## src/idsc_pkg.sv

```systemverilog
// ----------------------------------------------------------------------------
// idsc_pkg
// Shared types and constants of the integer degree sine and cosine unit.
// ----------------------------------------------------------------------------
package idsc_pkg;

	// Result width, signed ten-thousandths.
	localparam int VALUE_BITS = 15;

	// The magnitude is split as 8 * q + low, with q reduced modulo 45 so that
	// 8 * (q mod 45) + low equals the magnitude modulo 360.
	localparam int LOW_BITS   = 3;
	localparam int CHUNK_BITS = 8;
	localparam int REM_BITS   = 6;
	localparam logic [REM_BITS:0] REM_MOD = 7'd45;

	localparam int DEG_BITS = 9;
	localparam logic [DEG_BITS-1:0] DEG_HALF    = 9'd180;
	localparam logic [DEG_BITS-1:0] DEG_QUARTER = 9'd90;
	localparam logic [DEG_BITS-1:0] DEG_EIGHTH  = 9'd45;

	// Polynomial argument: 0..45.
	localparam int ARG_BITS = 6;

	// Horner accumulator and the coefficients, highest power first.
	localparam int ACC_BITS = 32;
	localparam logic signed [ACC_BITS-1:0] LOW_COEF [4] = '{
		-32'sd81, -32'sd277, 32'sd1747900, -32'sd1600
	};
	localparam logic signed [ACC_BITS-1:0] HIGH_COEF [4] = '{
		32'sd336, -32'sd161420, 32'sd75484, 32'sd999960000
	};

	// Exact division of a 30-bit nonnegative value by a reciprocal multiply:
	// q = (n * RECIP) >> SHIFT for the divisors 10000 and 100000.
	localparam int NUM_BITS   = 30;
	localparam int RECIP_BITS = 31;
	localparam int PROD_BITS  = NUM_BITS + RECIP_BITS;
	localparam int QUOT_BITS  = 14;
	localparam logic [RECIP_BITS-1:0] LOW_RECIP  = 31'd1759218605;
	localparam int                    LOW_SHIFT  = 44;
	localparam logic [RECIP_BITS-1:0] HIGH_RECIP = 31'd1407374884;
	localparam int                    HIGH_SHIFT = 47;

	// Reduced angle handed from the modulo chain to the polynomial unit.
	typedef struct packed {
		logic                neg;
		logic [DEG_BITS-1:0] deg;
	} red_t;

endpackage

```

## src/idsc_mod45.sv

```systemverilog
// ----------------------------------------------------------------------------
// idsc_mod45
// Pipelined modulo-45 reduction, one byte of the operand per stage, that
// rebuilds the angle modulo 360 from the remainder and the low three bits.
// ----------------------------------------------------------------------------
module idsc_mod45 import idsc_pkg::*; #(
	parameter int HI_BITS = 13
) (
	input  logic               clk,
	input  logic               arst_n,
	input  logic               in_valid,
	output logic               in_ready,
	input  logic [HI_BITS-1:0] in_hi,
	input  logic [LOW_BITS-1:0] in_low,
	input  logic               in_neg,
	output logic               out_valid,
	input  logic               out_ready,
	output red_t               out_red
);
	localparam int NCH = (HI_BITS + CHUNK_BITS - 1) / CHUNK_BITS;
	localparam int PW  = NCH * CHUNK_BITS;

	logic                vld_s [NCH];
	logic [REM_BITS-1:0] rem_s [NCH];
	logic [PW-1:0]       hi_s  [NCH];
	logic [LOW_BITS-1:0] low_s [NCH];
	logic                neg_s [NCH];
	logic                en    [NCH];
	logic [PW-1:0]       in_pad;

	assign in_pad = PW'(in_hi);

	for (genvar j = 0; j < NCH; j++) begin : g_stage
		logic                prv_vld;
		logic [REM_BITS-1:0] prv_rem;
		logic [PW-1:0]       prv_hi;
		logic [LOW_BITS-1:0] prv_low;
		logic                prv_neg;
		logic                dn_ready;
		logic [REM_BITS-1:0] nxt_rem;

		if (j == 0) begin : g_first
			assign prv_vld = in_valid;
			assign prv_rem = '0;
			assign prv_hi  = in_pad;
			assign prv_low = in_low;
			assign prv_neg = in_neg;
		end else begin : g_next
			assign prv_vld = vld_s[j-1];
			assign prv_rem = rem_s[j-1];
			assign prv_hi  = hi_s[j-1];
			assign prv_low = low_s[j-1];
			assign prv_neg = neg_s[j-1];
		end

		if (j == NCH - 1) begin : g_last
			assign dn_ready = out_ready;
		end else begin : g_mid
			assign dn_ready = en[j+1];
		end

		assign en[j] = !vld_s[j] || dn_ready;

		// Shift in one bit at a time, most significant first, and subtract
		// the modulus whenever the partial remainder reaches it.
		always_comb begin : p_step
			logic [REM_BITS:0] acc;
			acc     = '0;
			nxt_rem = prv_rem;
			for (int b = CHUNK_BITS - 1; b >= 0; b--) begin
				acc = {nxt_rem, prv_hi[(NCH-1-j)*CHUNK_BITS + b]};
				if (acc >= REM_MOD) begin
					acc = acc - REM_MOD;
				end
				nxt_rem = acc[REM_BITS-1:0];
			end
		end

		always_ff @(posedge clk or negedge arst_n) begin
			if (!arst_n) begin
				vld_s[j] <= 1'b0;
			end else if (en[j]) begin
				vld_s[j] <= prv_vld;
			end
		end

		always_ff @(posedge clk) begin
			if (en[j] && prv_vld) begin
				rem_s[j] <= nxt_rem;
				hi_s[j]  <= prv_hi;
				low_s[j] <= prv_low;
				neg_s[j] <= prv_neg;
			end
		end
	end

	assign in_ready      = en[0];
	assign out_valid     = vld_s[NCH-1];
	assign out_red.neg   = neg_s[NCH-1];
	assign out_red.deg   = {rem_s[NCH-1], low_s[NCH-1]};
endmodule

```

## config.mk

```make
export PLATFORM = sky130hd
export DESIGN_NAME = idsc_mod45
export DESIGN_NICKNAME = d
export VERILOG_FILES = /design/src/idsc_pkg.sv /design/src/idsc_mod45.sv
export SDC_FILE = /design/constraint.sdc
export NUM_CORES = 1
export LEC_CHECK = 0
export ABC_AREA = 1
export BUFFER_PORTS_ARGS = -buffer_cell sky130_fd_sc_hd__buf_2
export CAP_MARGIN = 15
export CORE_MARGIN = 2
export CORE_UTILIZATION = 55
export CTS_CLUSTER_SIZE = 8
export DETAILED_ROUTE_END_ITERATION = 10
export GPL_TIMING_DRIVEN = 0
export PLACE_DENSITY = 0.81
export SYNTH_ARGS = -nofsm -noshare
export SYNTH_HDL_FRONTEND = slang
export SYNTH_SLANG_ARGS = --single-unit
```

## constraint.sdc

```tcl
create_clock -name clk -period 12.8 [get_ports clk]
set_clock_uncertainty 0.1 [all_clocks]
set_input_delay 2.56 -clock clk [delete_from_list [all_inputs] [get_ports clk]]
set_output_delay 2.56 -clock clk [all_outputs]
set_load 0.02 [all_outputs]
```

==> results by group <==
Run status
  • Status: finished, final reports clean

Clocking
  • CTS tree: yes
  • Post CTS Setup Buffer Count: 0
  • Sinks on Clock Net: 29
  • Post-CTS Resized: 0
  • Deepest clock path buffer count: 2
  • H-tree Lvls: 2
  • Hold buffer count at cts: 0
  • Worst-path clk slew: 0.07 ns
  • Latest clock arrival within the worst-skew pair: between 0.2 and 0.3 ns
  • Total CTS buffers: 5
  • Root buf cell: clkbuf_8

Floorplan
  • Core area: 0.00504 sq mm
  • Ports: 33
  • # rows: 26
  • Initial Util: 0.565
  • Die W: roughly 76 um
  • Die height: 76.0 um
  • Die ar.: 0.00577 sq mm

Setup path
  • CP endpoint kind: primary output
  • Worst path slowest cell: buf_2
  • Worst EP required: approximately 10 ns
  • Max stage delay on crit path: 0.18 ns
  • CP cell instances: buf_2 -> inv_1 -> nand3_1 -> buf_2
  • Max FO, Critical Path: 3
  • CP bufs+invs: 3
  • Critical path arrival: between 3 and 4 ns
  • Crit start category: input pin
  • CP dominant cell by count: buf_2
  • Critical path class: input pin to primary output
  • Delay-heaviest family, CP: buffers and inverters

Synth
  • Syn_nets: 438
  • Synth unique cells: 26
  • Synth warn: 0
  • Synth Instances: 413
  • Avg Cell Area, Syn: about 6.9 sq um
  • #FFs+latches synth: 29
  • Register area share after synthesis: 0.302
  • Netlist Area Pre-Place: 0.00285 sq mm

Detailed routing
  • Routed WL: 5.63 mm
  • Drt pass-1 iters: 6
  • Drt via density: 5.07
  • Wire per inst: 10.8 um
  • Via count: 2,651
  • Initial DRC count: 91
  • Antenna Violating Nets Remaining: 0
  • DR DRC count: 0

Layout
  • Final instance area: roughly 0.0032 sq mm
  • Most frequent cells in the layout: nand2_1 (130), nand3_1 (64), inv_1 (50)
  • N_diodes: 0
  • Share of cells above drive strength 1: 0.269
  • Reg area: 861 sq um
  • Area of the multi-input gates: between 0.0015 and 0.002 sq mm
  • Commonest non-fill, non-tap cell in the layout: nand2_1
  • Layout fillers: 455
  • # nets final: between 400 and 500
  • P&R area growth vs syn: 11.6%

Place
  • Final HPWL DP: 4.49 mm
  • I/O Buffers: 32
  • Cell Area, Placed: 0.00310 sq mm
  • RD Place Congestion: roughly 0.9

Global routing
  • Vias in the first global route: approximately 2,400
  • First-pass GRT wire length: about 9.6 mm
  • Antenna violations before repair: 0
  • GRT Total Usage: 0.198
  • Largest net degree at the start of global routing: 18
  • GR Overflow Total: 0

STA
  • # setup viols final: 0
  • Worst slew pin tran: between 0.9 and 1 ns
  • Max Clk Rate: 175 MHz
  • Slew HR: 0.364
  • Hold Vio Cnt, Final: 0
  • Slew Limit Fails: 0
  • Crit share post-route: 0.446
  • Setup repair after global routing missed its margin: false
  • Setup TNS: 0 ns
  • Min Tclk post-route: around 5.7 ns

Worst hold path
  • Hold crit path type: flip-flop to flip-flop

Job
  • Max-capacitance violation count: 0
-- area by class of cell --
class                      instances  area share
buffer                             2     0.00394
clock buffer                       6      0.0228
clock inverter                     2     0.00315
inverter                          63      0.0744
multi-input combinational        319       0.547
sequential                        29       0.271
tap                               70      0.0275
timing repair buffer              32      0.0504
-- logic make-up after synthesis --
family	share of synthesized area
and+or+nand+nor	0.525
buffers and inverters	0.0874
DFF	0.302
AOI/OAI and AO/OA	0.0369
xor gates and xnor gates	0.0307
adders and majority gates	0.0176
-- cells in the mapped netlist, drive strengths merged --
master / count / area share
nand3b: 2 / 0.0053
nand3: 75 / 0.16
nand4: 10 / 0.024
o211ai: 1 / 0.0026
nor2: 35 / 0.065
ha: 4 / 0.018
dfrtp: 2 / 0.018
inv: 63 / 0.083
xor2: 10 / 0.031
buf: 2 / 0.0044
a21oi: 6 / 0.022
o21ai: 6 / 0.012
nand2: 170 / 0.27
edfxtp: 27 / 0.28
-- worst register-to-register path, delay by kind of cell (launching register included) --
family,cells,cell delay (ns)
simple gates,33,3.57
buf+inv,6,0.58
compound gates,2,0.45
flops,1,0.38
fa+ha+maj,2,0.37
-- state kept, by name (all words and copies together), names as in the netlist --
register and flops:
out_valid 1, low_s 6, neg_s 2, rem_s 11
hi_s 8, g_stage.prv_vld 1
-- per-stage QoR --
stage / worst slack (ns) / hold WS [ns] / util / instances
floorplan: 7.31 / 0.300 / - / 413
global placement: 7.13 / 0.301 / 0.614 / 515
detailed placement: 7.12 / 0.305 / 0.614 / 515
CTS: 7.09 / 0.315 / 0.631 / 523
global route: 6.51 / 0.322 / 0.631 / 523
finish: 7.09 / 0.309 / 0.631 / 523
-- layer usage --
layer	wire length [um]	vias to the layer above	part of all wire	global-route usage
met2	2730	42	0.48	0.354
met4	93	0	0.017	0.0709
li1	-	1400	-	-
met1	2540	1197	0.45	0.228
met3	264	12	0.047	0.0533
met5	0	-	0	0
-- worst paths after layout --
kind                            cells after the start                 end         from  slack [ns]
worst max-delay path                                4            in_ready    out_ready        7.09
worst min-delay path                                0         low_s[0][3]  low_s[0][0]        0.31
worst max register to register                     43         rem_s[0][7]  rem_s[0][0]        7.11
worst min register to register                      0         low_s[0][3]  low_s[0][0]        0.31
max in group asynchronous                           1  g_stage[1].prv_vld       arst_n       10.54
min in group asynchronous                           1           out_valid       arst_n        1.95
Power is not shown: default switching activity piles up to over one toggle a cycle in this logic, so the estimate is an artifact.
