## src/idsc_pkg.sv

```systemverilog
// ----------------------------------------------------------------------------
// idsc_pkg
// Shared types and constants of the integer degree sine and cosine unit.
// ----------------------------------------------------------------------------
package idsc_pkg;

	// Result width, signed ten-thousandths.
	localparam int VALUE_BITS = 15;

	// The magnitude is split as 8 * q + low, with q reduced modulo 45 so that
	// 8 * (q mod 45) + low equals the magnitude modulo 360.
	localparam int LOW_BITS   = 3;
	localparam int CHUNK_BITS = 8;
	localparam int REM_BITS   = 6;
	localparam logic [REM_BITS:0] REM_MOD = 7'd45;

	localparam int DEG_BITS = 9;
	localparam logic [DEG_BITS-1:0] DEG_HALF    = 9'd180;
	localparam logic [DEG_BITS-1:0] DEG_QUARTER = 9'd90;
	localparam logic [DEG_BITS-1:0] DEG_EIGHTH  = 9'd45;

	// Polynomial argument: 0..45.
	localparam int ARG_BITS = 6;

	// Horner accumulator and the coefficients, highest power first.
	localparam int ACC_BITS = 32;
	localparam logic signed [ACC_BITS-1:0] LOW_COEF [4] = '{
		-32'sd81, -32'sd277, 32'sd1747900, -32'sd1600
	};
	localparam logic signed [ACC_BITS-1:0] HIGH_COEF [4] = '{
		32'sd336, -32'sd161420, 32'sd75484, 32'sd999960000
	};

	// Exact division of a 30-bit nonnegative value by a reciprocal multiply:
	// q = (n * RECIP) >> SHIFT for the divisors 10000 and 100000.
	localparam int NUM_BITS   = 30;
	localparam int RECIP_BITS = 31;
	localparam int PROD_BITS  = NUM_BITS + RECIP_BITS;
	localparam int QUOT_BITS  = 14;
	localparam logic [RECIP_BITS-1:0] LOW_RECIP  = 31'd1759218605;
	localparam int                    LOW_SHIFT  = 44;
	localparam logic [RECIP_BITS-1:0] HIGH_RECIP = 31'd1407374884;
	localparam int                    HIGH_SHIFT = 47;

	// Reduced angle handed from the modulo chain to the polynomial unit.
	typedef struct packed {
		logic                neg;
		logic [DEG_BITS-1:0] deg;
	} red_t;

endpackage

```

## src/idsc_poly.sv

```systemverilog
// ----------------------------------------------------------------------------
// idsc_poly
// Quadrant fold, three Horner steps of the cubic, reciprocal division and
// sign, one register stage each.
// ----------------------------------------------------------------------------
module idsc_poly import idsc_pkg::*; (
	input  logic                         clk,
	input  logic                         arst_n,
	input  logic                         in_valid,
	output logic                         in_ready,
	input  red_t                         in_red,
	output logic                         out_valid,
	input  logic                         out_ready,
	output logic signed [VALUE_BITS-1:0] out_value
);
	localparam int NST = 6;

	logic v_s [NST];
	logic en  [NST];

	// Stage payloads.
	logic                       sign_s1, sign_s2, sign_s3, sign_s4, sign_s5;
	logic                       hi_s1, hi_s2, hi_s3, hi_s4, hi_s5;
	logic [ARG_BITS-1:0]        arg_s1, arg_s2, arg_s3;
	logic signed [ACC_BITS-1:0] acc_s2, acc_s3, acc_s4;
	logic [PROD_BITS-1:0]       prod_s5;
	logic signed [VALUE_BITS-1:0] value_s6;

	// Handshake chain: a stage loads when it is empty or its successor moves.
	for (genvar k = 0; k < NST; k++) begin : g_ctl
		if (k == NST - 1) begin : g_last
			assign en[k] = !v_s[k] || out_ready;
		end else begin : g_mid
			assign en[k] = !v_s[k] || en[k+1];
		end

		always_ff @(posedge clk or negedge arst_n) begin
			if (!arst_n) begin
				v_s[k] <= 1'b0;
			end else if (en[k]) begin
				if (k == 0) begin
					v_s[k] <= in_valid;
				end else begin
					v_s[k] <= v_s[(k == 0) ? 0 : k-1];
				end
			end
		end
	end

	// Stage 1: fold into 0..90 and choose the polynomial.
	logic                neg_half;
	logic [DEG_BITS-1:0] half_deg;
	logic [DEG_BITS-1:0] quad_deg;
	logic                use_hi;
	logic [DEG_BITS-1:0] arg_deg;

	always_comb begin
		neg_half = in_red.deg > DEG_HALF;
		half_deg = neg_half ? in_red.deg - DEG_HALF : in_red.deg;
		quad_deg = (half_deg > DEG_QUARTER) ? DEG_HALF - half_deg : half_deg;
		use_hi   = quad_deg > DEG_EIGHTH;
		arg_deg  = use_hi ? DEG_QUARTER - quad_deg : quad_deg;
	end

	always_ff @(posedge clk) begin
		if (en[0] && in_valid) begin
			sign_s1 <= in_red.neg ^ neg_half;
			hi_s1   <= use_hi;
			arg_s1  <= arg_deg[ARG_BITS-1:0];
		end
	end

	// Stages 2 to 4: Horner steps, acc = acc * t + c.
	logic signed [ACC_BITS+ARG_BITS:0] mul_s2, mul_s3, mul_s4;
	logic signed [ACC_BITS-1:0]        lead_coef;

	always_comb begin
		lead_coef = hi_s1 ? HIGH_COEF[0] : LOW_COEF[0];
		mul_s2 = (ACC_BITS+ARG_BITS+1)'(lead_coef) * $signed({1'b0, arg_s1});
		mul_s3 = (ACC_BITS+ARG_BITS+1)'(acc_s2) * $signed({1'b0, arg_s2});
		mul_s4 = (ACC_BITS+ARG_BITS+1)'(acc_s3) * $signed({1'b0, arg_s3});
	end

	always_ff @(posedge clk) begin
		if (en[1] && v_s[0]) begin
			acc_s2  <= mul_s2[ACC_BITS-1:0] + (hi_s1 ? HIGH_COEF[1] : LOW_COEF[1]);
			arg_s2  <= arg_s1;
			hi_s2   <= hi_s1;
			sign_s2 <= sign_s1;
		end
		if (en[2] && v_s[1]) begin
			acc_s3  <= mul_s3[ACC_BITS-1:0] + (hi_s2 ? HIGH_COEF[2] : LOW_COEF[2]);
			arg_s3  <= arg_s2;
			hi_s3   <= hi_s2;
			sign_s3 <= sign_s2;
		end
		if (en[3] && v_s[2]) begin
			acc_s4  <= mul_s4[ACC_BITS-1:0] + (hi_s3 ? HIGH_COEF[3] : LOW_COEF[3]);
			hi_s4   <= hi_s3;
			sign_s4 <= sign_s3;
		end
	end

	// Stage 5: multiply by the reciprocal. Only the low cubic goes negative,
	// and only by less than its divisor, so a negative sum truncates to zero.
	logic [NUM_BITS-1:0]   num;
	logic [RECIP_BITS-1:0] recip;

	always_comb begin
		num   = acc_s4[ACC_BITS-1] ? '0 : acc_s4[NUM_BITS-1:0];
		recip = hi_s4 ? HIGH_RECIP : LOW_RECIP;
	end

	always_ff @(posedge clk) begin
		if (en[4] && v_s[3]) begin
			prod_s5 <= PROD_BITS'(num) * PROD_BITS'(recip);
			hi_s5   <= hi_s4;
			sign_s5 <= sign_s4;
		end
	end

	// Stage 6: shift out the quotient and apply the sign.
	logic [QUOT_BITS-1:0]   quot;
	logic [VALUE_BITS-1:0]  mag;

	always_comb begin
		quot = hi_s5 ? prod_s5[HIGH_SHIFT +: QUOT_BITS] : prod_s5[LOW_SHIFT +: QUOT_BITS];
		mag  = VALUE_BITS'(quot);
	end

	always_ff @(posedge clk) begin
		if (en[5] && v_s[4]) begin
			value_s6 <= sign_s5 ? -$signed(mag) : $signed(mag);
		end
	end

	assign in_ready  = en[0];
	assign out_valid = v_s[NST-1];
	assign out_value = value_s6;
endmodule

```

## config.mk

```make
export PLATFORM = sky130hd
export DESIGN_NAME = idsc_poly
export DESIGN_NICKNAME = d
export VERILOG_FILES = /design/src/idsc_pkg.sv /design/src/idsc_poly.sv
export SDC_FILE = /design/constraint.sdc
export NUM_CORES = 2
export LEC_CHECK = 0
export BUFFER_PORTS_ARGS = -buffer_cell sky130_fd_sc_hd__clkbuf_2
export CAP_MARGIN = 20
export CORE_UTILIZATION = 65
export DETAILED_ROUTE_END_ITERATION = 10
export HOLD_SLACK_MARGIN = 0.03
export PLACE_DENSITY = 0.83
export SKIP_CTS_REPAIR_TIMING = 1
export SYNTH_ARGS = -nofsm -noshare
export SYNTH_HDL_FRONTEND = slang
export SYNTH_SLANG_ARGS = --single-unit
```

## constraint.sdc

```tcl
create_clock -name clk -period 17.5 [get_ports clk]
set_clock_uncertainty 0.1 [all_clocks]
set_input_delay 0 -clock clk [delete_from_list [all_inputs] [get_ports clk]]
set_output_delay 0 -clock clk [all_outputs]
set_load 0.05 [all_outputs]
```

==> metrics.txt <==
outcome=finished clean; Post-Route WL=98,800 um; setup TNS=0 ps; Worst path most repeated cell=fa_1; maximum root-to-sink buffer count=2; Worst Max-Slew Pin Slew=1080 ps; nets=5,716; critical path depth=27; clock buffer count from CTS=17; dominant synthesized flop cell=edfxtp_1; Initial DRC Count=1,926; vias in the first global route=30,900; Worst path max stage delay=780 ps; I/O Buffers=30; Crit Path Max Fanout=34; I/O pins=31; DRT antenna net count=0; CTS tree=yes; Detailed Routing Iterations Pass 1=7; Synth Cell Area=42,400 um^2; Seq/Total Area, Yosys=11.3%; Vias/cell=5.51; r2r setup slk=7710 ps; Worst Hold Class=in2reg; ys async rst share=3.73%; Final WS setup=7710 ps; Die W=257 um; startpoint types=flip-flop; EDFF count, synth=155; initial antenna violation count=1; GRT overflow=0; DIE AREA=66,200 um^2; crit end category=flip-flop; Crit path arrival time=9920 ps; GRT Total Usage=31.4%; wire length of the first global-routing pass=161,000 um; dpl hpwl=86,400 um; Final setup viols=0; Period minus WS final=9790 ps; final hold violations=0; yosys warns=0; RR Endpoint=prod_s5[56]; DRC viols=0; core area=64,500 um^2; clock root buffer=clkbuf_16; DP Worst Slack=7670 ps; slowest CP cell=nor2b_1; FF-to-FF path depth=27; Placed Instances=5,108; Vias=28,400; initial core utilization=65.7%; period utilization=56.0%; Unique masters post-synth=84; required time of the critical path=17,630 ps; Final Max Tran Viols=0; H-Tree Depth=4; Die Ht=257 um; average size of a mapped cell=9.93 um^2; flop and latch count out of synthesis=161; Worst-path clk slew=80 ps; end of the critical path=prod_s5[56]; largest net degree at the start of global routing=52; area grow syn2layout=4.48%; RePlAce Congestion=1.02; layout cells sized above 1=2.89%; CP Class=reg2reg; non-filler instance count after layout=5,149; RSZ-0062 raised after global routing=false; Max-Cap Viols=0; Slew HR=27.0%; Critical Path Start=acc_s4[31]; CP delay by family, top=adder cells; clock insertion delay at the later pin of the skew report=480 ps; FMAX=0.102 GHz; Post-Syn Instances=4,265; Fillers=4,811; Worst Path Buf+Inv=6; start of the worst register-to-register path=acc_s4[31]; row count=93; Num Clock Sinks=161; WL/cell=19.2 um
## synth_stat cells (all sizes together) (18+ instances only)
| cell type | number | area, um^2 |
|---|---|---|
| nor3 | 26 | 130 |
| nor2b | 34 | 213 |
| a21o | 46 | 347 |
| o21a | 19 | 144 |
| ha | 544 | 6810 |
| inv | 1239 | 4650 |
| or2 | 18 | 113 |
| mux2i | 22 | 220 |
| xor2 | 47 | 412 |
| nor2 | 114 | 428 |
| a21oi | 121 | 613 |
| clkbuf | 80 | 300 |
| edfxtp | 155 | 4650 |
| o21ai | 67 | 339 |
| nand3 | 34 | 175 |
| and2 | 303 | 1900 |
| fa | 878 | 17600 |
| xnor2 | 94 | 823 |
| nand2 | 200 | 751 |
| nand2b | 59 | 372 |
## stage by stage
stage | utilization (%) | hold WS, ps | area (um^2)
finish | 68.7 | 86.4 | 44300
global route | 68.7 | 151 | 44300
CTS | 68.5 | -773 | 44200
detailed placement | 67.5 | -266 | 43500
global placement | 67.5 | -267 | 43500
floorplan | - | -396 | 42500
## cells by family (layout without fill, tap and decap cells)
family          count (synthesis)  count (layout)  share of synthesized area, %
xor+xnor                      141             141                          2.91
mux                            24              24                         0.573
other cells                     2              33                        0.0177
flops                         161             161                          11.3
buf+inv                      1329            1327                          11.8
simple gates                  837             837                          10.5
fa+ha+maj                    1422            1422                          57.5
compound gates                349             349                          5.32
## layout by cell type, fill, tap and decap left out, types with 8 or more instances in the layout
cell,count
or2_2,17
ha_1,544
nand3_1,33
fa_1,878
a21o_1,45
nor2_1,114
o21a_1,18
clkbuf_2,30
nand2b_1,58
and2_1,301
xnor2_1,94
nand2_1,200
xor2_1,47
nor2b_1,33
nor3_1,26
conb_1,32
edfxtp_1,155
a21oi_1,119
o21ai_0,64
inv_1,1239
mux2i_1,22
o211ai_1,10
o21bai_1,8
nand4_1,9
and3_1,12
clkbuf_16,17
or3_1,9
a211oi_1,9
buf_4,14
a31oi_1,8
## worst min-delay path by stage
stage,start,end,slack [ps],cells after the start
after global placement,arst_n,out_valid,-270,1
final,in_red[1],arg_s1[1],90,5
after floorplan,arst_n,out_valid,-400,0
after global routing,in_red[1],arg_s1[1],150,5
after CTS,arst_n,out_valid,-770,1
after detailed placement,arst_n,out_valid,-270,1
## worst reg2reg max path, delay by kind of cell (launching register included)
family / cells / cell delay (ps)
AND/OR/NAND/NOR: 4 / 1570
buffers and inverters: 6 / 690
adder cells (fa/ha/maj): 9 / 4340
flip-flops: 1 / 360
AO/OA/AOI/OAI: 7 / 2360
XOR/XNOR: 1 / 120
## sequential cells by signal, summed over array words and instances, names as in the netlist, 5 cells and up
| register | cells |
|---|---|
| acc_s4 | 31 |
| prod_s5 | 17 |
| arg_s2 | 6 |
| out_value | 15 |
| arg_s1 | 6 |
| arg_s3 | 6 |
| v_s | 5 |
| acc_s2 | 32 |
| acc_s3 | 32 |
## routing by layer
layer  GRT usage [%]  vias up  share of wire [%]
met5               0        -                  0
met4            9.12        0                3.0
met3            4.20      193                5.9
met2            54.5      922                 50
met1            41.1    14400                 41
li1                -    12900                  -
## final cells by class
type / count / area, um^2 / area share [%]
Multi-Input combinational cell: 2805 / 32700 / 73.9
Clock inverter: 15 / 210 / 0.475
Timing Repair Buffer: 53 / 390 / 0.882
Sequential cell: 161 / 4800 / 10.9
Antenna cell: 1 / 2.50 / 0.00565
Tap cell: 855 / 1070 / 2.42
Clock buffer: 17 / 425 / 0.961
Inverter: 1242 / 4660 / 10.5
Power is not shown: default switching activity piles up to over one toggle a cycle in this logic, so the estimate is an artifact.
